`src/rtl/core/rfb_pkg.sv`:
```
// ---------------------------------------------------------------------------
// rfb_pkg
// Shared types, codes and helpers of the 1bpp rectangle fill engine.
// ---------------------------------------------------------------------------
package rfb_pkg;

    localparam int CW = 15;

    typedef logic signed [CW-1:0] coord_t;

    typedef logic [1:0] mode_t;
    localparam mode_t MODE_FILL   = 2'd0;
    localparam mode_t MODE_BORDER = 2'd1;
    localparam mode_t MODE_READ   = 2'd2;

    typedef logic [1:0] reg_idx_t;
    localparam reg_idx_t REG_ACTIVE_WIDTH  = 2'd0;
    localparam reg_idx_t REG_ACTIVE_HEIGHT = 2'd1;

    typedef struct packed {
        logic       empty;
        logic [8:0] x0;
        logic [8:0] x1;
        logic [7:0] y0;
        logic [7:0] y1;
    } span_t;

    typedef struct packed {
        logic       valid;
        logic       is_read;
        logic       black;
        logic [7:0] mask;
    } store_ctl_t;

    // MSB-first pixel mask covering bit positions start..stop of one byte
    function automatic logic [7:0] byte_mask(input logic [2:0] start, input logic [2:0] stop);
        logic [7:0] m;
        m = (8'hFF >> start) & (8'hFF << (3'd7 - stop));
        return m;
    endfunction

endpackage

```
`src/rtl/core/rfb_scan.sv`:
```
// ---------------------------------------------------------------------------
// rfb_scan
// Walks a clipped span row by row, one framebuffer byte per cycle,
// issuing masked read-modify-write words to the store.
// ---------------------------------------------------------------------------
module rfb_scan
    import rfb_pkg::*;
#(
    parameter int AW = 12
)
(
    input  logic          clk,
    input  logic          rst_n,
    input  logic          load,
    input  span_t         span,
    input  logic [6:0]    stride,
    input  logic          black,
    output store_ctl_t    op_ctl,
    output logic [AW-1:0] op_addr,
    output logic          last
);

    localparam int SW = AW + 15;

    logic          busy_reg;
    logic [7:0]    row_reg;
    logic [7:0]    ylast_reg;
    logic [5:0]    col_reg;
    logic [5:0]    bfirst_reg;
    logic [5:0]    blast_reg;
    logic [2:0]    lo_reg;
    logic [2:0]    hi_reg;
    logic          black_reg;
    logic [AW-1:0] row_base_reg;

    logic [8:0]    x1m;
    logic [14:0]   prod;
    logic [SW-1:0] prod_ext;
    logic [SW-1:0] addr_sum;
    logic [SW-1:0] base_inc;
    logic          col_last;
    logic          row_last;
    logic [2:0]    start;
    logic [2:0]    stop;

    assign x1m      = span.x1 - 9'd1;
    assign prod     = 15'(span.y0) * 15'(stride);
    assign prod_ext = SW'(prod);
    assign addr_sum = SW'(row_base_reg) + SW'(col_reg);
    assign base_inc = SW'(row_base_reg) + SW'(stride);
    assign col_last = (col_reg == blast_reg);
    assign row_last = (row_reg == ylast_reg);
    assign start    = (col_reg == bfirst_reg) ? lo_reg : 3'd0;
    assign stop     = col_last ? hi_reg : 3'd7;

    assign op_addr        = addr_sum[AW-1:0];
    assign op_ctl.valid   = busy_reg;
    assign op_ctl.is_read = 1'b0;
    assign op_ctl.black   = black_reg;
    assign op_ctl.mask    = byte_mask(start, stop);
    assign last           = busy_reg && col_last && row_last;

    always_ff @(posedge clk or negedge rst_n)
    begin
        if (!rst_n)
        begin
            busy_reg <= 1'b0;
        end
        else if (load)
        begin
            busy_reg <= 1'b1;
        end
        else if (last)
        begin
            busy_reg <= 1'b0;
        end
    end

    always_ff @(posedge clk)
    begin
        if (load)
        begin
            row_reg      <= span.y0;
            ylast_reg    <= span.y1 - 8'd1;
            bfirst_reg   <= span.x0[8:3];
            col_reg      <= span.x0[8:3];
            blast_reg    <= x1m[8:3];
            lo_reg       <= span.x0[2:0];
            hi_reg       <= x1m[2:0];
            black_reg    <= black;
            row_base_reg <= prod_ext[AW-1:0];
        end
        else if (busy_reg)
        begin
            if (col_last)
            begin
                col_reg      <= bfirst_reg;
                row_reg      <= row_reg + 8'd1;
                row_base_reg <= base_inc[AW-1:0];
            end
            else
            begin
                col_reg <= col_reg + 6'd1;
            end
        end
    end

endmodule

```
`config.mk`:
```
export PLATFORM = sky130hd
export DESIGN_NAME = rfb_scan
export DESIGN_NICKNAME = d
export VERILOG_FILES = /design/src/rtl/core/rfb_pkg.sv /design/src/rtl/core/rfb_scan.sv
export SDC_FILE = /design/constraint.sdc
export NUM_CORES = 1
export LEC_CHECK = 0
export BUFFER_PORTS_ARGS = -buffer_cell sky130_fd_sc_hd__buf_2
export CORE_MARGIN = 4
export CORE_UTILIZATION = 53
export DETAILED_ROUTE_END_ITERATION = 12
export PLACE_DENSITY = 0.84
export REMOVE_ABC_BUFFERS = 1
export SKIP_LAST_GASP = 1
export SYNTH_ARGS = -nofsm -noshare
export SYNTH_HDL_FRONTEND = slang
export SYNTH_SLANG_ARGS = --single-unit
export TNS_END_PERCENT = 30
```
`constraint.sdc`:
```
create_clock -name clk -period 2.4 [get_ports clk]
set_clock_uncertainty 0.15 [all_clocks]
set_input_delay 0.48 -clock clk [delete_from_list [all_inputs] [get_ports clk]]
set_output_delay 0.48 -clock clk [all_outputs]
set_load 0.03 [all_outputs]
```
==> Word-level counts from Yosys, hierarchy flattened <==
Index checks and enable logic that the tools add are counted.
{ "word_totals": {"ff_bits": 54, "out_inout_bits": 24} }
{ "classes": {"add_sub_neg": 7, "mul": 1, "n_eq_ne": 3, "shift": 2, "mux": 13, "bitwise_logic": 1, "n_reduce_logical": 6} }
{ "op_table": {"columns": ["op", "n"], "rows": [
  ["$mux 12", 3],
  ["$mux 8", 3],
  ["$mux 6", 3],
  ["$add 12x6->12", 1],
  ["$add 12x7->12", 1],
  ["$eq 6x6->1", 2],
  ["$mul 8x7->12", 1],
  ["$sub 9x1->9 const B", 1],
  ["$add 8x1->8 const B", 1],
  ["$and 8x8->8", 1],
  ["$eq 8x8->1", 1],
  ["$shl 8x3->8 const A", 1],
  ["$shr 8x3->8 const A", 1],
  ["$sub 8x1->8 const B", 1],
  ["$add 6x1->6 const B", 1],
  ["$mux 3", 2],
  ["$reduce_bool 2->1", 3],
  ["$sub 3x3->3 const A", 1],
  ["$logic_and 1x1->1", 2],
  ["$mux 1", 2],
  ["$reduce_and 2->1", 1]
]} }

==> Longest topological paths before layout <==
Gate-level depths: netlist of run 1.
{ "depth": {"word_depth": 5, "ltp_mapped": 16} }

==> Worst setup path before layout of run 1 <==
Ideal clock, no wire load.
{ "synth_path": {"path_type": "input to register", "from": "in stride[3]", "to": "reg row_base_reg[11], data pin", "setup_ns": 0.261, "arrival_ns": 4.128, "t_required_ns": 1.989, "path_slack_ns": -2.139, "cell_stages": 15, "path_buffers": 0, "cell_sequence": "and2_1 fa_1 inv_1 fa_1 inv_1 fa_1 inv_1 fa_1 inv_1 ha_1 o21a_1 or4_1 a31oi_1 xnor2_1 mux2i_1"} }
{ "synth_between": {"elab_chain_cells": 4} }
{ "synth_rtl": {"columns": ["item", "line", "rtl"], "rows": [
  ["from (decl)", "rfb_scan.sv:16", "input logic [6:0] stride,"],
  ["branches (longest 3 deep; another with $mul 8x7->12)", null, null],
  ["$mux 12 (*)", "rfb_scan.sv:81", "if (load)"],
  ["to (signal assigned)", "rfb_scan.sv:91", "row_base_reg <= prod_ext[AW-1:0];"],
  ["to (signal assigned)", "rfb_scan.sv:99", "row_base_reg <= base_inc[AW-1:0];"],
  ["to (decl)", "rfb_scan.sv:34", "logic [AW-1:0] row_base_reg;"]
]} }
Mark *: on every way between the ends. The select of a mux whose other input is x is not followed.
A chain may end at the register's enable or synchronous reset.

==> Worst setup path in the final report of run 1 <==
{ "layout_path": {"from": "in stride[1]", "to": "reg row_base_reg[11], data pin"} }
Same word-level chain as after synthesis.

==> impl_metrics.env, run 1 <==
export IMPL_setup_viol=28
export IMPL_die_width_um=104.3
export IMPL_pin_count=70
export IMPL_drt_total_wl_um=13200
export IMPL_status="complete, but fails checks"
export IMPL_cp_end_kind="flop"
export IMPL_reg2reg_from="row_base_reg[0]$_DFFE_PP_"
export IMPL_cp_required_ps=2320
export IMPL_yosys_area_top_type_share=0.3235
export IMPL_root_buffer="clkbuf_8"
export IMPL_ir_worst_vdd_v=0.0004453
export IMPL_cpMostUsedCell="fa_1"
export IMPL_worstHoldStart="span[27]"
export IMPL_cts_tree="done"
export IMPL_grt_setup_unrepaired="yes"
export IMPL_die_h_um=104.3
export IMPL_leakage_nw=2.743
export IMPL_ff2ff_path_depth=10
export IMPL_rrSetupSlack_ps=0
export IMPL_antenna_cells=0
export IMPL_nNetsFinal=739
export IMPL_clock_sinks=54
export IMPL_cts_htree_levels=2
export IMPL_drv_slew=0
export IMPL_synth_avg_cell_area_sq_um=9.939
export IMPL_ys_seq_elements=54
export IMPL_ys_top_cells_by_count="53 x edfxtp_1, 46 x nand2_1, 45 x inv_1, 42 x and2_1, 42 x xnor2_1"
export IMPL_grt_pass1_vias=4441
export IMPL_clk_pin_slew_ps=110
export IMPL_startpoint="stride[1]"
export IMPL_criticalPathCategory="primary input to flop"
export IMPL_dr_total_vias=4159
export IMPL_layout_setup_ws_ps=-1912
export IMPL_netlist_area_sq_um=4920
export IMPL_hold_end="lo_reg[2]$_DFFE_PP_"
export IMPL_power_density_nw_per_um2=799.9
export IMPL_worstPathArrival_ps=4230
export IMPL_synth_edf_count=53
export IMPL_slew_headroom=0.6623
export IMPL_fmax_ghz=0.2319
export IMPL_min_path_cells=1
export IMPL_final_hold_violation_count=0
export IMPL_drv_cap=0
export IMPL_crit_chain="buf_6, and2_4, fa_1, inv_2, fa_1, inv_1, fa_1, inv_1, fa_1, inv_2, ha_4, o21a_1, or4_1, a31oi_1, xnor2_1, mux2i_1"
export IMPL_worst_path_max_delay_cell="fa_1"
export IMPL_initial_utilization=0.5533
export IMPL_synth_warnings=0
export IMPL_rr_endpoint="row_base_reg[6]$_DFFE_PP_"
export IMPL_drive_gt1_frac=0.3035
export IMPL_numCtsBuffers=5
export IMPL_violations="setup timing"
export IMPL_path_max_fanout=2
export IMPL_die_area_sq_um=10890
export IMPL_grt_start_max_net_pins=28
export IMPL_synthArstFlopShare=0.01852
export IMPL_dr_pass1_iters=5
export IMPL_hold_path_class="primary input to flop"
export IMPL_grt_pass1_wl_um=21290
export IMPL_hold_worst_slack_ps=182.6
export IMPL_period_minus_slack_ps=4312
export IMPL_start_kind="primary input"
export IMPL_std_cell_rows=34
export IMPL_synthCells=495
export IMPL_largest_reg_flops=12
export IMPL_max_stage_delay_ps=550
export IMPL_gp_congestion=0.9225
export IMPL_ys_seq_area_frac=0.3286
export IMPL_hpwl_um=9211
export IMPL_antenna_found_initial=0
export IMPL_period_share=1.797
export IMPL_drc=0
export IMPL_synth_cell_types=47
export IMPL_syn_to_final_growth_pct=27.16
export IMPL_drt_iter0_drc=189
export IMPL_tightest_slew_ps=506.6
export IMPL_total_power_w=0.005004
export IMPL_core_sq_um=8891
export IMPL_grt_usage=0.2403
export IMPL_drtAntennaViolNets=0
export IMPL_clk_latency_ps=320
export IMPL_viasPerCell=5.666
export IMPL_synth_area_leaders="edfxtp_1 32%, fa_1 12%, ha_1 9.9%"
export IMPL_wl_per_cell_um=17.99
export IMPL_synth_top_area_cell="edfxtp_1"
export IMPL_yosysMostFrequentCell="edfxtp_1"
export IMPL_clock_path_buffers=2
export IMPL_overflow=0
export IMPL_synth_ff_type="edfxtp_1"
export IMPL_portBuffers=67
==> per-stage QoR <==
step	instance area [sq um]	instances	TNS [ps]	utilization	setup WS, ps
finish	6256	734	-19710	0.7036	-1912
global route	6256	734	-24620	0.7036	-2046
CTS	6160	732	-18600	0.6928	-1819
detailed placement	5822	721	-19100	0.6548	-2358
global placement	5822	721	-17470	0.6548	-2283
floorplan	4853	483	-14540	-	-2139
==> logic make-up after synthesis <==
logic type	after synthesis	synth area share
other	1	0.0007622
adder cells (fa/ha/maj)	68	0.2172
buffers and inverters	57	0.04781
AND/OR/NAND/NOR	160	0.1681
flip-flops	54	0.3286
XOR/XNOR	71	0.1279
multiplexers	7	0.01475
AO/OA/AOI/OAI	77	0.09487
==> final cells by class <==
cell class | instances | area, sq um
Multi-Input combinational cell | 384 | 3282
Fill cell | 611 | 2635
Sequential cell | 54 | 1617
Timing Repair Buffer | 135 | 935.9
Inverter | 45 | 168.9
Tap cell | 108 | 135.1
Clock buffer | 5 | 68.82
Clock inverter | 3 | 48.80
==> power by group <==
part / switching (W) / total, W / internal [W]
clock: 0.000333 / 0.000651 / 0.000318
sequential: 0.000145 / 0.00138 / 0.00124
combinational: 0.00159 / 0.00297 / 0.00139
==> how the worst max path moves through the flow <==
stage          slack [ps]  depth (start not counted)                          to
2_1_floorplan       -2140                         15  row_base_reg[11]$_DFFE_PP_
3_3_place_gp        -2280                         16  row_base_reg[11]$_DFFE_PP_
3_5_place_dp        -2360                         15  row_base_reg[11]$_DFFE_PP_
4_1_cts             -1820                         14  row_base_reg[11]$_DFFE_PP_
5_1_grt             -2050                         16  row_base_reg[11]$_DFFE_PP_
6_report            -1910                         16  row_base_reg[11]$_DFFE_PP_
==> metal layers <==
metal | vias to the layer above | GRT usage | part of all wire
li1 | 1943 | - | -
met1 | 2008 | 0.2790 | 0.39
met2 | 160 | 0.4327 | 0.52
met3 | 48 | 0.05090 | 0.057
met4 | 0 | 0.09022 | 0.033
met5 | - | 0 | 0
==> worst max-delay path, delay by kind of cell <==
family	cells	cell delay, ps
muxes	1	90
AOI/OAI and AO/OA	2	380
adders and majority gates	5	2270
and+or+nand+nor	2	580
xor gates and xnor gates	1	140
buffers and inverters	5	310
==> placed cells by master (no fill, tap or decap), types with 9 or more instances in the layout <==
master / netlist / routed
a21oi_1: 18 / 15
and2_1: 42 / 33
and2_4: 0 / 9
buf_2: 2 / 63
buf_4: 3 / 55
buf_6: 1 / 14
edfxtp_1: 53 / 53
fa_1: 29 / 27
ha_1: 39 / 31
inv_1: 45 / 38
nand2_1: 46 / 46
nand3_1: 11 / 10
nor2_1: 22 / 22
o21ai_0: 23 / 18
o21ai_1: 5 / 9
xnor2_1: 42 / 41
xor2_1: 28 / 28
==> repair_timing <==
item | 4_1_cts | 5_1_grt
endpoints found under the setup margin | 28 | 29
pin swaps | 34 | 20
hold buffers | 1 | 0
gates resized for setup | 42 | 25
gates cloned | 0 | 0
hold endpoints to repair | 1 | 0
buffers inserted | 3 | 2
Note: power is estimated with default switching activity, not from simulation.
==> run 2, diff against run 1 <==
--- a/config.mk
+++ b/config.mk
@@ -5,9 +5,10 @@
 export SDC_FILE = /design/constraint.sdc
 export NUM_CORES = 1
 export LEC_CHECK = 0
-export BUFFER_PORTS_ARGS = -buffer_cell sky130_fd_sc_hd__buf_2
+export BUFFER_PORTS_ARGS = -buffer_cell sky130_fd_sc_hd__buf_4
 export CORE_MARGIN = 4
 export CORE_UTILIZATION = 53
+export CTS_CLUSTER_SIZE = 14
 export DETAILED_ROUTE_END_ITERATION = 12
 export PLACE_DENSITY = 0.84
 export REMOVE_ABC_BUFFERS = 1
==> impl_metrics.env, run 2 (same netlist as run 1, synthesis figures left out) <==
export IMPL_clk_pin_slew_ps=110
export IMPL_ff2ff_path_depth=11
export IMPL_clock_path_buffers=2
export IMPL_drc=0
export IMPL_clock_sinks=54
export IMPL_cp_required_ps=2320
export IMPL_fillers=582
export IMPL_antenna_found_initial=0
export IMPL_grt_setup_unrepaired="yes"
export IMPL_die_area_sq_um=10890
export IMPL_fmax_ghz=0.2250
export IMPL_nNetsFinal=742
export IMPL_clockPowerShare=0.109
export IMPL_hpwl_um=8830
export IMPL_grt_pass1_wl_um=20650
export IMPL_drtAntennaViolNets=0
export IMPL_violations="setup timing"
export IMPL_criticalPathCategory="primary input to flop"
export IMPL_largest_reg_flops=12
export IMPL_die_width_um=104.3
export IMPL_hold_worst_slack_ps=183.4
export IMPL_dr_total_vias=4137
export IMPL_wl_per_cell_um=17.45
export IMPL_final_common_cell="buf_4"
export IMPL_placed_area_sq_um=5954
export IMPL_postLayoutCellArea_sq_um=6380
export IMPL_viasPerCell=5.613
export IMPL_period_minus_slack_ps=4445
export IMPL_final_setup_tns_ps=-20060
export IMPL_setup_viol=28
export IMPL_gp_congestion=0.9331
export IMPL_layout_setup_ws_ps=-2045
export IMPL_initial_utilization=0.5533
export IMPL_multi_input_area_sq_um=3288
export IMPL_worstPathArrival_ps=4360
export IMPL_root_buffer="clkbuf_8"
export IMPL_min_path_cells=1
export IMPL_intPower_w=0.002961
export IMPL_std_cell_rows=34
export IMPL_grt_start_max_net_pins=34
export IMPL_drv_cap=0
export IMPL_portBuffers=67
export IMPL_status="complete, but fails checks"
export IMPL_leakage_nw=2.798
export IMPL_drv_slew=0
export IMPL_cts_htree_levels=2
export IMPL_final_cell_mix="130 x buf_4, 53 x edfxtp_1, 46 x nand2_1"
export IMPL_switching_share=0.4186
export IMPL_die_h_um=104.3
export IMPL_start_kind="primary input"
export IMPL_power_density_nw_per_um2=798.2
export IMPL_cts_tree="done"
export IMPL_hold_path_class="primary input to flop"
export IMPL_path_max_fanout=2
export IMPL_dr_pass1_iters=5
export IMPL_antenna_cells=0
export IMPL_pre_cts_ws_ps=-2356
export IMPL_timing_critical_path_to="row_base_reg[11]$_DFFE_PP_"
export IMPL_cp_end_kind="flop"
export IMPL_clk_latency_ps=310
export IMPL_drt_iter0_drc=256
export IMPL_drive_gt1_frac=0.3100
export IMPL_ir_worst_vdd_v=0.0004466
export IMPL_reg2reg_from="row_base_reg[0]$_DFFE_PP_"
export IMPL_period_share=1.852
export IMPL_startpoint="stride[2]"
export IMPL_final_hold_violation_count=0
export IMPL_power_frac_comb=0.622
export IMPL_overflow=0
export IMPL_rr_endpoint="row_base_reg[8]$_DFFE_PP_"
export IMPL_grt_pass1_vias=4301
export IMPL_pin_count=70
export IMPL_p_seq_frac=0.270
export IMPL_p_switching_w=0.002131
export IMPL_drt_total_wl_um=12860
export IMPL_grt_usage=0.2309
export IMPL_numCtsBuffers=5
export IMPL_core_sq_um=8891
export IMPL_seq_area_sq_um=1617
export IMPL_syn_to_final_growth_pct=29.68
export IMPL_rrSetupSlack_ps=-150
[run 2: worst min-delay path by stage]
stage	from	end	slack, ps
after CTS	span[27]	lo_reg[2]$_DFFE_PP_	180
final	span[27]	lo_reg[2]$_DFFE_PP_	180
after floorplan	rst_n	busy_reg$_DFFE_PN0P_	30
after detailed placement	rst_n	busy_reg$_DFFE_PN0P_	110
after global routing	span[27]	lo_reg[2]$_DFFE_PP_	170
after global placement	rst_n	busy_reg$_DFFE_PN0P_	110
[run 2: worst max-delay path, stage by stage]
cell and delay, ps:
buf_4 120, and2_4 150, fa_1 510, inv_2 40, fa_1 530, inv_2 50, fa_1 550, inv_2 40
fa_1 510, inv_2 60, ha_4 220, o21a_1 190, or4_1 440, a31oi_1 220, xnor2_1 140, mux2i_1 90
[run 2: per-stage QoR]
stage,std cells,util,power (W)
floorplan,483,-,0.003054
global placement,718,0.6697,0.003889
detailed placement,718,0.6697,0.003988
CTS,735,0.7100,0.004877
global route,737,0.7176,0.005403
finish,737,0.7176,0.005092
[run 2: cell type report]
type	instances	area share
tap	108	0.02118
multi-input combinational	384	0.5154
clock buffer	5	0.01079
clock inverter	3	0.004511
inverter	45	0.02648
timing repair buffer	138	0.1683
sequential	54	0.2534
[run 2: power by group through the flow]
stage / Combinational, W / Sequential, W / Clock [W]
after floorplan: 0.00167 / 0.00138 / 0
after global placement: 0.00251 / 0.00138 / 0
final: 0.00317 / 0.00137 / 0.000553
after global routing: 0.00340 / 0.00139 / 0.000605
after detailed placement: 0.00259 / 0.00139 / 0
after CTS: 0.00294 / 0.00137 / 0.000560
[run 2: timing repair]
action	in CTS	in global routing
pin swaps	30	19
hold buffers	1	0
endpoints found under the hold margin	1	0
setup buffers	8	4
gates resized for setup	41	18
endpoints found under the setup margin	28	29
[run 2: routing by layer]
layer	GRT usage	share of wire	vias up
met4	0.06078	0.026	0
met5	0	0	-
li1	-	-	1942
met1	0.2884	0.40	1988
met3	0.03724	0.059	36
met2	0.4137	0.52	171
