$ cat config.mk
export PLATFORM = sky130hd
export DESIGN_NAME = rfb_clip
export DESIGN_NICKNAME = d
export VERILOG_FILES = /design/src/rtl/core/rfb_pkg.sv /design/src/rtl/core/rfb_clip.sv
export SDC_FILE = /design/constraint.sdc
export NUM_CORES = 1
export LEC_CHECK = 0
export ABC_CLOCK_PERIOD_IN_PS = 4100
export BUFFER_PORTS_ARGS = -buffer_cell sky130_fd_sc_hd__buf_2
export CORE_UTILIZATION = 48
export DETAILED_ROUTE_END_ITERATION = 8
export GPL_TIMING_DRIVEN = 0
export PLACE_DENSITY = 0.81
export SLEW_MARGIN = 20
export SYNTH_ARGS = -nofsm -noshare
export SYNTH_HDL_FRONTEND = slang
export SYNTH_SLANG_ARGS = --single-unit
$ cat constraint.sdc
create_clock -name vclk -period 4.1
set_input_delay 0 -clock vclk [all_inputs]
set_output_delay 0 -clock vclk [all_outputs]
set_load 0.05 [all_outputs]
$ cat src/rtl/core/rfb_pkg.sv
// ---------------------------------------------------------------------------
// rfb_pkg
// Shared types, codes and helpers of the 1bpp rectangle fill engine.
// ---------------------------------------------------------------------------
package rfb_pkg;

    localparam int CW = 15;

    typedef logic signed [CW-1:0] coord_t;

    typedef logic [1:0] mode_t;
    localparam mode_t MODE_FILL   = 2'd0;
    localparam mode_t MODE_BORDER = 2'd1;
    localparam mode_t MODE_READ   = 2'd2;

    typedef logic [1:0] reg_idx_t;
    localparam reg_idx_t REG_ACTIVE_WIDTH  = 2'd0;
    localparam reg_idx_t REG_ACTIVE_HEIGHT = 2'd1;

    typedef struct packed {
        logic       empty;
        logic [8:0] x0;
        logic [8:0] x1;
        logic [7:0] y0;
        logic [7:0] y1;
    } span_t;

    typedef struct packed {
        logic       valid;
        logic       is_read;
        logic       black;
        logic [7:0] mask;
    } store_ctl_t;

    // MSB-first pixel mask covering bit positions start..stop of one byte
    function automatic logic [7:0] byte_mask(input logic [2:0] start, input logic [2:0] stop);
        logic [7:0] m;
        m = (8'hFF >> start) & (8'hFF << (3'd7 - stop));
        return m;
    endfunction

endpackage

$ cat src/rtl/core/rfb_clip.sv
// ---------------------------------------------------------------------------
// rfb_clip
// Clips one rectangle to the active area; flags an empty span.
// ---------------------------------------------------------------------------
module rfb_clip
    import rfb_pkg::*;
(
    input  coord_t     bx,
    input  coord_t     by,
    input  coord_t     bw,
    input  coord_t     bh,
    input  logic [8:0] eff_width,
    input  logic [7:0] eff_height,
    output span_t      span
);

    coord_t xe;
    coord_t ye;
    coord_t w_s;
    coord_t h_s;
    coord_t x0s;
    coord_t y0s;
    coord_t x1s;
    coord_t y1s;

    always_comb
    begin
        xe  = bx + bw;
        ye  = by + bh;
        w_s = coord_t'({6'b0, eff_width});
        h_s = coord_t'({7'b0, eff_height});
        x0s = bx[CW-1] ? '0 : bx;
        y0s = by[CW-1] ? '0 : by;
        x1s = (xe > w_s) ? w_s : xe;
        y1s = (ye > h_s) ? h_s : ye;
        span.empty = (x0s >= x1s) || (y0s >= y1s);
        span.x0    = x0s[8:0];
        span.x1    = x1s[8:0];
        span.y0    = y0s[7:0];
        span.y1    = y1s[7:0];
    end

endmodule

Word level (Yosys, flattened, before mapping):

Cells that the tools add are included.

* register bits: 0
* latch bits: 0
* bits in writable memories: 0
* memory bits (read-only): 0
* input port bits: 77
* output and inout port bits: 35
* logic and storage cells: 11
* memories kept: 0

* add/subtract/negate cells: 2
* multipliers: 0
* div/mod/pow operators: 0
* magnitude comparators: 4
* eq/ne operators: 0
* shifts and indexed selects: 0
* multiplexer cells: 4
* bitwise gates (word level): 0
* reduce and logical (&&, ||, !) cells: 1

Operators by type and width (number)
* 15-bit adder: 2
* 15-bit greater-or-equal comparator: 2
* 15-bit two-way mux: 2
* 14-bit two-way mux: 2
* 15-bit by 10-bit greater-than comparator with 1-bit output: 1
* 15-bit by 9-bit greater-than comparator with 1-bit output: 1
* 1-bit logical OR: 1

Longest topological paths before layout:

Gate-level depths: netlist (run 1).

* depth in word-level cells: 5
* gate-level depth with buffers: 26
* mapped depth without buffers: 24

Least setup slack after synthesis (run 1):

OpenSTA, ideal clock, no wires.

* path kind: input-to-output
* start: in by[0]
* end: out span[34] in the netlist's numbering
* arrival: 4.645 ns
* required time: 4.100 ns
* path slack: -0.545 ns
* cell stages on the path: 26
* path buffers: 2
* path through: ha_1 -> fa_1 -> a21oi_1 -> nor2b_1 -> nor2_1 -> xnor2_1 -> ha_1 -> o21a_1 -> o21ai_0 -> a21oi_1 -> nor3_1 -> o21bai_1 -> a2111oi_0 -> a21o_1 -> buf_4 -> buf_6 -> mux2i_1 -> ha_1 -> nor2b_1 -> o21a_1 -> o21ai_0 -> a21oi_1 -> o31ai_1 -> a31oi_1 -> a2111oi_0 -> nand3_1

RTL lines
* start, declared: RTL line rfb_clip.sv:9 `input coord_t by,`
* end, declared: RTL line rfb_clip.sv:14 `output span_t span`

==> results.md, run 1 <==
- Crit start category: input pin
- Die span in y: 81.1 um
- Fillers: 491
- First-pass GRT wire length: 12900 um
- Critical path capture point type: primary output
- Starting DRT DRC Count: 96
- Synthesis Warnings: 0
- Post-CTS Hold Buffers: 0
- I/O Pins: 112
- Synth top area cells: ha_1 (30%), nor2b_1 (7.1%), mux2i_1 (6.3%), mux2_2 (5.3%), xnor2_1 (5.3%)
- Congestion Overflow GR: 0
- Post-Syn Area: 3000 um^2
- Fin crit share: 1.15
- Aggregate routed wire length: 8720 um
- Max-slew headroom: 0.558
- Pwr dens: 283 nW/um^2
- Final ANT Viol Nets: 0
- Tot GR Track Use: 0.241
- Initial antenna violation count: 0
- Dpl cells: 559
- WS Path Type: input pin to primary output
- Synthesized instance count: 372
- Final sequential cell count: 0
- Post-synth top area cell: ha_1
- CP Capture Point: span[34]
- Setup-failing EPs final: 1
- Seq/Total Area, Yosys: 0
- Layout Area Growth over Synthesis: 35.3%
- Final Hold Fails: 0
- Die X-Extent: 81.1 um
- Non-Filler Instances: 577
- Share of cells above drive strength 1: 0.380
- Final Slew Violations: 0
- CP Launch Point: by[4]
- Max FO, Critical Path: 4
- Pwr Total: 1.15 mW
- Critical Path RT: 4.10 ns
- Worst vdd ir: 276 uV
- NumNets Final: 656
- Via count: 3296
- Status: complete, but fails checks
- Antenna diode count: 0
- Yosys top cell area share: 0.304
- Min-delay src: by[0]
- Total leakage power: 2.07 nW
- # port buffers: 112
- Routed wire per std cell: 15.1 um
- Die area: 6570 um^2
- Rows: 28
- CORE AREA: 5990 um^2
- DRC viols: 0
- Critical Path AT: 4.71 ns
- Slew @ Worst Pin: 0.658 ns
- Clock buffer cells: 0
- Crit path time final: 4.71 ns
- RSZ-0062 raised after global routing: true
- Register Area: 0 um^2
- Maximum clock rate: 212 MHz
- Syn_nets: 524
- Largest net degree at the start of global routing: 11
- Setup ws final: -0.609 ns
- Avg Inst Size Synth: 8.07 um^2
- Max Cap Violations: 0
- Min-delay worst type: input pin to primary output
- Routed vias/inst: 5.71
- RD Place Congestion: 0.886
- Pre-antenna DRT Iters: 4
- Yosys cell types: 54
- Initial Utilization: 0.501
- Failing checks: negative setup slack
- Vias in the first global route: 3075
- Dpl hpwl: 6870 um
- Area of the multi-input gates: 3090 um^2
per-stage QoR:
stage	area [um^2]	util	TNS [ns]	setup slack (ns)	hold slack [ns]
2_1_floorplan	3030	-	-0.247	-0.247	0.181
4_1_cts	3840	0.641	-0.746	-0.746	0.428
6_report	4060	0.678	-0.609	-0.609	0.434
3_3_place_gp	3680	0.614	-0.880	-0.880	0.428
3_5_place_dp	3680	0.614	-1.01	-1.01	0.434
5_1_grt	4060	0.678	-0.888	-0.888	0.453
kinds of logic after synthesis:
logic type,Yosys count,synth area share
xor+xnor,27,0.0788
simple gates,103,0.182
mux,35,0.125
fa+ha+maj,75,0.318
buf+inv,33,0.0475
compound gates,99,0.249
Yosys cell counts, types with 2 or more instances:
cell	number
a2111oi_0	4
a211oi_1	2
a21o_1	11
a21oi_1	16
a21oi_2	4
a31oi_1	5
buf_6	2
clkbuf_1	4
fa_1	2
ha_1	73
inv_1	26
mux2_2	14
mux2i_1	19
nand2_1	16
nand2b_1	5
nand3_1	5
nand3b_1	2
nand4_1	7
nor2_1	22
nor2b_1	34
nor3_1	5
o2111a_1	2
o2111ai_1	2
o211a_1	2
o211ai_1	5
o21a_1	9
o21ai_0	15
o21bai_1	5
o22ai_1	2
o31ai_1	2
or3_1	2
xnor2_1	18
xor2_1	9
critical path, cell delays in order:
cell and delay [ns]:
buf_2 0.11, ha_1 0.38, nand2_1 0.15, o311ai_4 0.33
o22ai_1 0.18, xnor2_1 0.30, ha_1 0.32, o22ai_1 0.20
o21bai_1 0.14, a2111oi_2 0.29, a21o_1 0.23, buf_8 0.13
buf_4 0.12, buf_4 0.11, mux2i_1 0.22, ha_1 0.28
nand4_1 0.12, o21bai_1 0.09, a21oi_1 0.15, nor2b_1 0.06
o21ai_1 0.15, a31oi_1 0.11, a2111oi_2 0.24, nand3_2 0.12
buf_8 0.17
worst min-delay path by stage:
stage | end | slack (ns) | cells past startpoint
after floorplan | span[10] | 0.18 | 1
after global placement | span[8] | 0.43 | 4
after detailed placement | span[8] | 0.43 | 4
after CTS | span[8] | 0.43 | 4
after global routing | span[17] | 0.45 | 4
final | span[8] | 0.43 | 4
cells in the final DEF, fill, tap and decap left out, drive strengths merged, types with 2 or more instances in the layout:
cell	count
o211a	2
or3	2
ha	73
a21oi	20
mux2	16
o21ai	17
o21a	9
fa	2
xnor2	18
xor2	9
mux2i	19
buf	133
nand2	16
nor2b	34
o311ai	2
clkbuf	4
nand2b	5
a2111oi	5
o31ai	3
o2111ai	2
o211ai	5
a211oi	2
inv	26
o22ai	2
o21bai	5
nor2	22
a21o	11
nand4	7
nand3b	2
a31oi	7
nor3	5
nand3	5
o2111a	2
where the power goes:
part | internal (mW) | switching (mW) | total [mW]
Combinational | 0.480 | 0.668 | 1.15
Sequential | 0 | 0 | 0
Clock | 0 | 0 | 0
layer usage:
metal	vias to the layer above	wire length, um	track usage
met5	-	0	0
li1	1648	-	-
met1	1505	3710	0.286
met3	19	464	0.0258
met2	124	4370	0.453
met4	0	179	0.0643
area by class of cell:
class | count | area share
Buffer | 6 | 0.0102
Inverter | 26 | 0.0240
Multi-Input combinational cell | 339 | 0.762
Tap cell | 75 | 0.0231
Timing Repair Buffer | 131 | 0.181
timing repair:
| action | 4_1_cts | 5_1_grt |
|---|---|---|
| gates resized for setup | 20 | 30 |
| pin swaps | 20 | 28 |
| buffers inserted | 10 | 9 |
| setup endpoints to repair | 1 | 1 |
(Power assumes the default switching activity.)
==> run 2, diff against run 1 <==
--- a/config.mk
+++ b/config.mk
@@ -6,11 +6,11 @@
 export NUM_CORES = 1
 export LEC_CHECK = 0
 export ABC_CLOCK_PERIOD_IN_PS = 4100
-export BUFFER_PORTS_ARGS = -buffer_cell sky130_fd_sc_hd__buf_2
-export CORE_UTILIZATION = 48
+export CORE_UTILIZATION = 60
 export DETAILED_ROUTE_END_ITERATION = 8
-export GPL_TIMING_DRIVEN = 0
-export PLACE_DENSITY = 0.81
+export DONT_BUFFER_PORTS = 1
+export GPL_TIMING_DRIVEN = 1
+export PLACE_DENSITY = 0.79
 export SLEW_MARGIN = 20
 export SYNTH_ARGS = -nofsm -noshare
 export SYNTH_HDL_FRONTEND = slang
==> results.md, run 2 (synthesis gave the netlist of run 1 again) <==
- Status: complete, but fails checks (unchanged)
- Failing checks: negative setup slack (unchanged)
- Max FO, Critical Path: 4 (unchanged)
- Antenna diode count: 0 (unchanged)
- Die area: 5290 um^2 (was 6570 um^2)
- Logic pwr share: 1.000 (about the same)
- Slew @ Worst Pin: 1.05 ns (was 0.658 ns)
- Share of cells above drive strength 1: 0.258 (was 0.380)
- RSZ-0062 raised after global routing: true (unchanged)
- Net Switching: 0.608 mW (was 0.668 mW)
- Via count: 2989 (was 3296)
- Most common cell after layout, fill and taps aside: ha_1 (was buf_2)
- Maximum clock rate: 216 MHz (was 212 MHz)
- Final sequential cell count: 0 (unchanged)
- Total leakage power: 1.78 nW (was 2.07 nW)
- I/O Pins: 112 (unchanged)
- Pwr Total: 1.08 mW (was 1.15 mW)
- Largest net degree at the start of global routing: 17 (was 11)
- Fin crit share: 1.13 (was 1.15)
- # port buffers: 0 (was 112)
- RD Place Congestion: 0.867 (was 0.886)
- Critical path's slowest cell: fa_2 (was ha_1)
- Buffer and inverter count on the worst path: 1 (was 5)
- Critical path capture point type: primary output (unchanged)
- Final Hold Fails: 0 (unchanged)
- Critical Path RT: 4.10 ns (about the same)
- Core Util, Final: 0.772 (was 0.678)
- Die span in y: 72.7 um (was 81.1 um)
- Register Area: 0 um^2 (unchanged)
- Seq pwr share: 0 (about the same)
- Setup TNS: -0.530 ns (was -0.609 ns)
- Fin Hold WS: 0.191 ns (was 0.434 ns)
- First-pass GRT wire length: 11900 um (was 12900 um)
- Worst vdd ir: 166 uV (was 276 uV)
- Max incr delay on CP: 0.36 ns (was 0.38 ns)
- NumNets Final: 588 (was 656)
- Dpl hpwl: 6630 um (was 6870 um)
- Routed vias/inst: 5.97 (was 5.71)
- Congestion Overflow GR: 0 (unchanged)
- Critical Path AT: 4.63 ns (was 4.71 ns)
- Final Slew Violations: 0 (unchanged)
- Setup-failing EPs final: 1 (unchanged)
- Crit start category: input pin (unchanged)
- Most frequent cells in the layout: ha_1 (71), buf_4 (65), nor2b_1 (34), inv_1 (26), nor2_1 (22) (was buf_2 (109), ha_1 (71), nor2b_1 (31), inv_1 (26), nor2_1 (21))
- Crit path time final: 4.63 ns (was 4.71 ns)
- Tot GR Track Use: 0.274 (was 0.241)
- Max Cap Violations: 0 (unchanged)
- Setup ws final: -0.530 ns (was -0.609 ns)
- Routed wire per std cell: 15.6 um (was 15.1 um)
- Family with the most delay on the worst path: compound AO/OA/AOI/OAI gates (unchanged)
- Min-delay src: bx[14] (was by[0])
- CP Launch Point: by[0] (was by[4])
- P_int: 0.467 mW (was 0.480 mW)
- Pre-antenna DRT Iters: 4 (unchanged)
- Net Sw Frac: 0.565 (was 0.582)
- WS Path Type: input pin to primary output (unchanged)
- Max-slew headroom: 0.300 (was 0.558)
- Clk network pwr share: 0 (about the same)
- Aggregate routed wire length: 7810 um (was 8720 um)
- Vias in the first global route: 2876 (was 3075)
- Pwr dens: 293 nW/um^2 (was 283 nW/um^2)
- CORE AREA: 4750 um^2 (was 5990 um^2)
- Initial Utilization: 0.631 (was 0.501)
- DRC viols: 0 (unchanged)
- Layout Area Growth over Synthesis: 22.3% (was 35.3%)
- Min-delay worst type: input pin to primary output (unchanged)
- Final ANT Viol Nets: 0 (unchanged)
- Clock buffer cells: 0 (unchanged)
- Initial antenna violation count: 0 (unchanged)
- Starting DRT DRC Count: 99 (was 96)
- Die X-Extent: 72.7 um (was 81.1 um)
- Rows: 25 (was 28)
-- run 2: final timing paths --
path                        to  slack [ns]  depth (start not counted)
worst max-delay path  span[34]       -0.53                         25
worst min-delay path  span[30]        0.19                          1
-- run 2: final cells by class --
| type | count | area, um^2 |
|---|---|---|
| well taps | 67 | 83.8 |
| repair buffers | 69 | 542 |
| multi-input cells | 339 | 2950 |
| inverters | 26 | 97.6 |
| fillers | 353 | 1080 |
-- run 2: per-layer routing --
metal	GRT usage	routed length [um]
met2	0.535	3940
met3	0.0345	507
met1	0.324	3240
met5	0	0
met4	0.0305	122
-- run 2: timing repair --
| action | CTS | global route |
|---|---|---|
| buffers inserted | 1 | 4 |
| resized for setup | 0 | 23 |
| setup endpoints to repair | 1 | 1 |
| pin swaps | 3 | 22 |
| hold buffers | 0 | 0 |
-- run 2: power by group through the flow --
stage	registers, mW	clock network, mW	logic [mW]
2_1_floorplan	0	0	0.766
4_1_cts	0	0	1.02
6_report	0	0	1.08
3_5_place_dp	0	0	1.01
3_3_place_gp	0	0	0.990
5_1_grt	0	0	1.17
-- run 2: through the flow --
stage	worst slack, ns	instance area [um^2]	std cells
after floorplan	-0.247	3030	372
after global placement	-0.564	3550	496
after detailed placement	-0.623	3550	496
after CTS	-0.573	3560	497
after global routing	-0.800	3670	501
final	-0.530	3670	501
==> run 3, diff against run 2 <==
==> constraint.sdc (replaced) <==
create_clock -name vclk -period 4.1
set_input_delay 0 -clock vclk [all_inputs]
set_output_delay 0 -clock vclk [all_outputs]
set_load 0.005 [all_outputs]
==> results.md, run 3 (synthesis gave the netlist of run 1 again) <==
- Status: complete, but fails checks (unchanged)
- Failing checks: negative setup slack (unchanged)
- Starting DRT DRC Count: 79 (was 99)
- CORE AREA: 4750 um^2 (unchanged)
- Critical path capture point type: primary output (unchanged)
- # port buffers: 0 (unchanged)
- CP Cell Sequence: ha_4 > fa_2 > a21oi_2 > nor2b_1 > nor2_1 > xnor2_1 > ha_1 > o21a_1 > o21ai_2 > a21oi_2 > nor3_2 > o21bai_1 > a2111oi_2 > a21o_2 > mux2i_1 > ha_1 > nor2b_1 > o21a_1 > o21ai_2 > a21oi_2 > o31ai_2 > a31oi_1 > a2111oi_2 > nand3_1
- Dpl cells: 476 (was 496)
- Met1 WL: 3160 um (was 3240 um)
- Layout Area Growth over Synthesis: 22.4% (was 22.3%)
- Routed wl met2: 3900 um (was 3940 um)
- Dpl cell area: 3380 um^2 (was 3550 um^2)
- Die X-Extent: 72.7 um (unchanged)
- Final ANT Viol Nets: 0 (unchanged)
- Fin crit share: 1.04 (was 1.13)
- DRC viols: 0 (unchanged)
- Final Cell Area: 3670 um^2 (about the same)
- Most common cell after layout, fill and taps aside: ha_1 (unchanged)
- NumNets Final: 574 (was 588)
- Die area: 5290 um^2 (unchanged)
- Setup ws final: -0.166 ns (was -0.530 ns)
- Pwr Total: 0.926 mW (was 1.08 mW)
- Fillers: 345 (was 353)
- First-pass GRT wire length: 12500 um (was 11900 um)
- Post-CTS Hold Buffers: 0 (unchanged)
- Max-slew headroom: 0.540 (was 0.300)
- Crit path time final: 4.27 ns (was 4.63 ns)
- Rows: 25 (unchanged)
- Max Cap Violations: 0 (unchanged)
- Non-Filler Instances: 487 (was 501)
- Pwr dens: 252 nW/um^2 (was 293 nW/um^2)
- Pre-antenna DRT Iters: 4 (unchanged)
- I/O Pins: 112 (unchanged)
- Fin Hold WS: 0.0474 ns (was 0.191 ns)
- Via count: 2993 (was 2989)
- Crit start category: input pin (unchanged)
- Congestion Overflow GR: 0 (unchanged)
- Total leakage power: 1.72 nW (was 1.78 nW)
- Largest net degree at the start of global routing: 16 (was 17)
- Routed vias/inst: 6.15 (was 5.97)
- Dpl hpwl: 6620 um (was 6630 um)
- Critical path's slowest cell: fa_2 (unchanged)
- CP dominant cell by count: a21oi_2
- Final sequential cell count: 0 (unchanged)
- Antenna diode count: 0 (unchanged)
- Setup-failing EPs final: 1 (unchanged)
- Worst vdd ir: 133 uV (was 166 uV)
- Max incr delay on CP: 0.34 ns (was 0.36 ns)
- WL met3: 609 um (was 507 um)
- Highest routing layer actually used: met4 (unchanged)
- Min-delay src: bx[14] (unchanged)
- Routed wire per std cell: 16.3 um (was 15.6 um)
- Critical Path AT: 4.27 ns (was 4.63 ns)
- Initial Utilization: 0.631 (unchanged)
- Pre-CTS WS: -0.690 ns (was -0.623 ns)
- Vias in the first global route: 2988 (was 2876)
- Endpoint, Worst Hold: span[29] (was span[30])
- Min-delay worst type: input pin to primary output (unchanged)
- Setup TNS: -0.166 ns (was -0.530 ns)
- Max FO, Critical Path: 4 (unchanged)
- Clock buffer cells: 0 (unchanged)
- WS Path Type: input pin to primary output (unchanged)
- Final Hold Fails: 0 (unchanged)
- Final Slew Violations: 0 (unchanged)
- Maximum clock rate: 234 MHz (was 216 MHz)
- Register Area: 0 um^2 (unchanged)
- Critical Path RT: 4.10 ns (about the same)
- Core Util, Final: 0.772 (about the same)
- Share of cells above drive strength 1: 0.267 (was 0.258)
- Hold Crit Depth: 1 (unchanged)
- RD Place Congestion: 0.827 (was 0.867)
- RSZ-0062 raised after global routing: true (unchanged)
- Tot GR Track Use: 0.290 (was 0.274)
- Aggregate routed wire length: 7950 um (was 7810 um)
- Slew @ Worst Pin: 0.679 ns (was 1.05 ns)
- Most frequent cells in the layout: ha_1 (68), buf_4 (51), nor2b_1 (33), inv_1 (25), nor2_1 (21) (was ha_1 (71), buf_4 (65), nor2b_1 (34), inv_1 (26), nor2_1 (22))
- Die span in y: 72.7 um (unchanged)
- Initial antenna violation count: 0 (unchanged)
==> run 3: power by group <==
group / switching, mW / internal, mW / total (mW)
registers: 0 / 0 / 0
logic: 0.450 / 0.476 / 0.926
clock network: 0 / 0 / 0
==> run 3: area by class of cell <==
cell class | instances | area, um^2 | area share
multi-input combinational | 339 | 3060 | 0.834
timing repair buffer | 55 | 428 | 0.117
inverter | 26 | 97.6 | 0.0266
tap | 67 | 83.8 | 0.0228
==> run 3: critical path: cells and delay by family <==
family                   cells  cell delay [ns]
AO/OA/AOI/OAI               13             2.18
XOR/XNOR                     1             0.18
adder cells (fa/ha/maj)      4             1.05
AND/OR/NAND/NOR              5             0.61
multiplexers                 1             0.23
==> run 3: what timing repair did <==
item,4_1_cts,5_1_grt
setup endpoints to repair,1,1
pin swaps,18,41
setup buffers,6,6
resized for setup,9,39
==> run 3: worst max-delay path by stage <==
stage	slack [ns]	to	startpoint	depth (start not counted)
6_report	-0.17	span[34]	bh[0]	24
3_5_place_dp	-0.69	span[34]	by[0]	24
3_3_place_gp	-0.42	span[34]	by[0]	24
5_1_grt	-0.41	span[34]	bh[0]	26
2_1_floorplan	-0.08	span[34]	by[0]	26
4_1_cts	-0.46	span[34]	by[0]	24
==> run 3: metal layers <==
metal | global-route usage | vias to the layer above
li1 | - | 1481
met2 | 0.544 | 129
met1 | 0.317 | 1355
met4 | 0.111 | 0
met5 | 0 | -
met3 | 0.0594 | 28
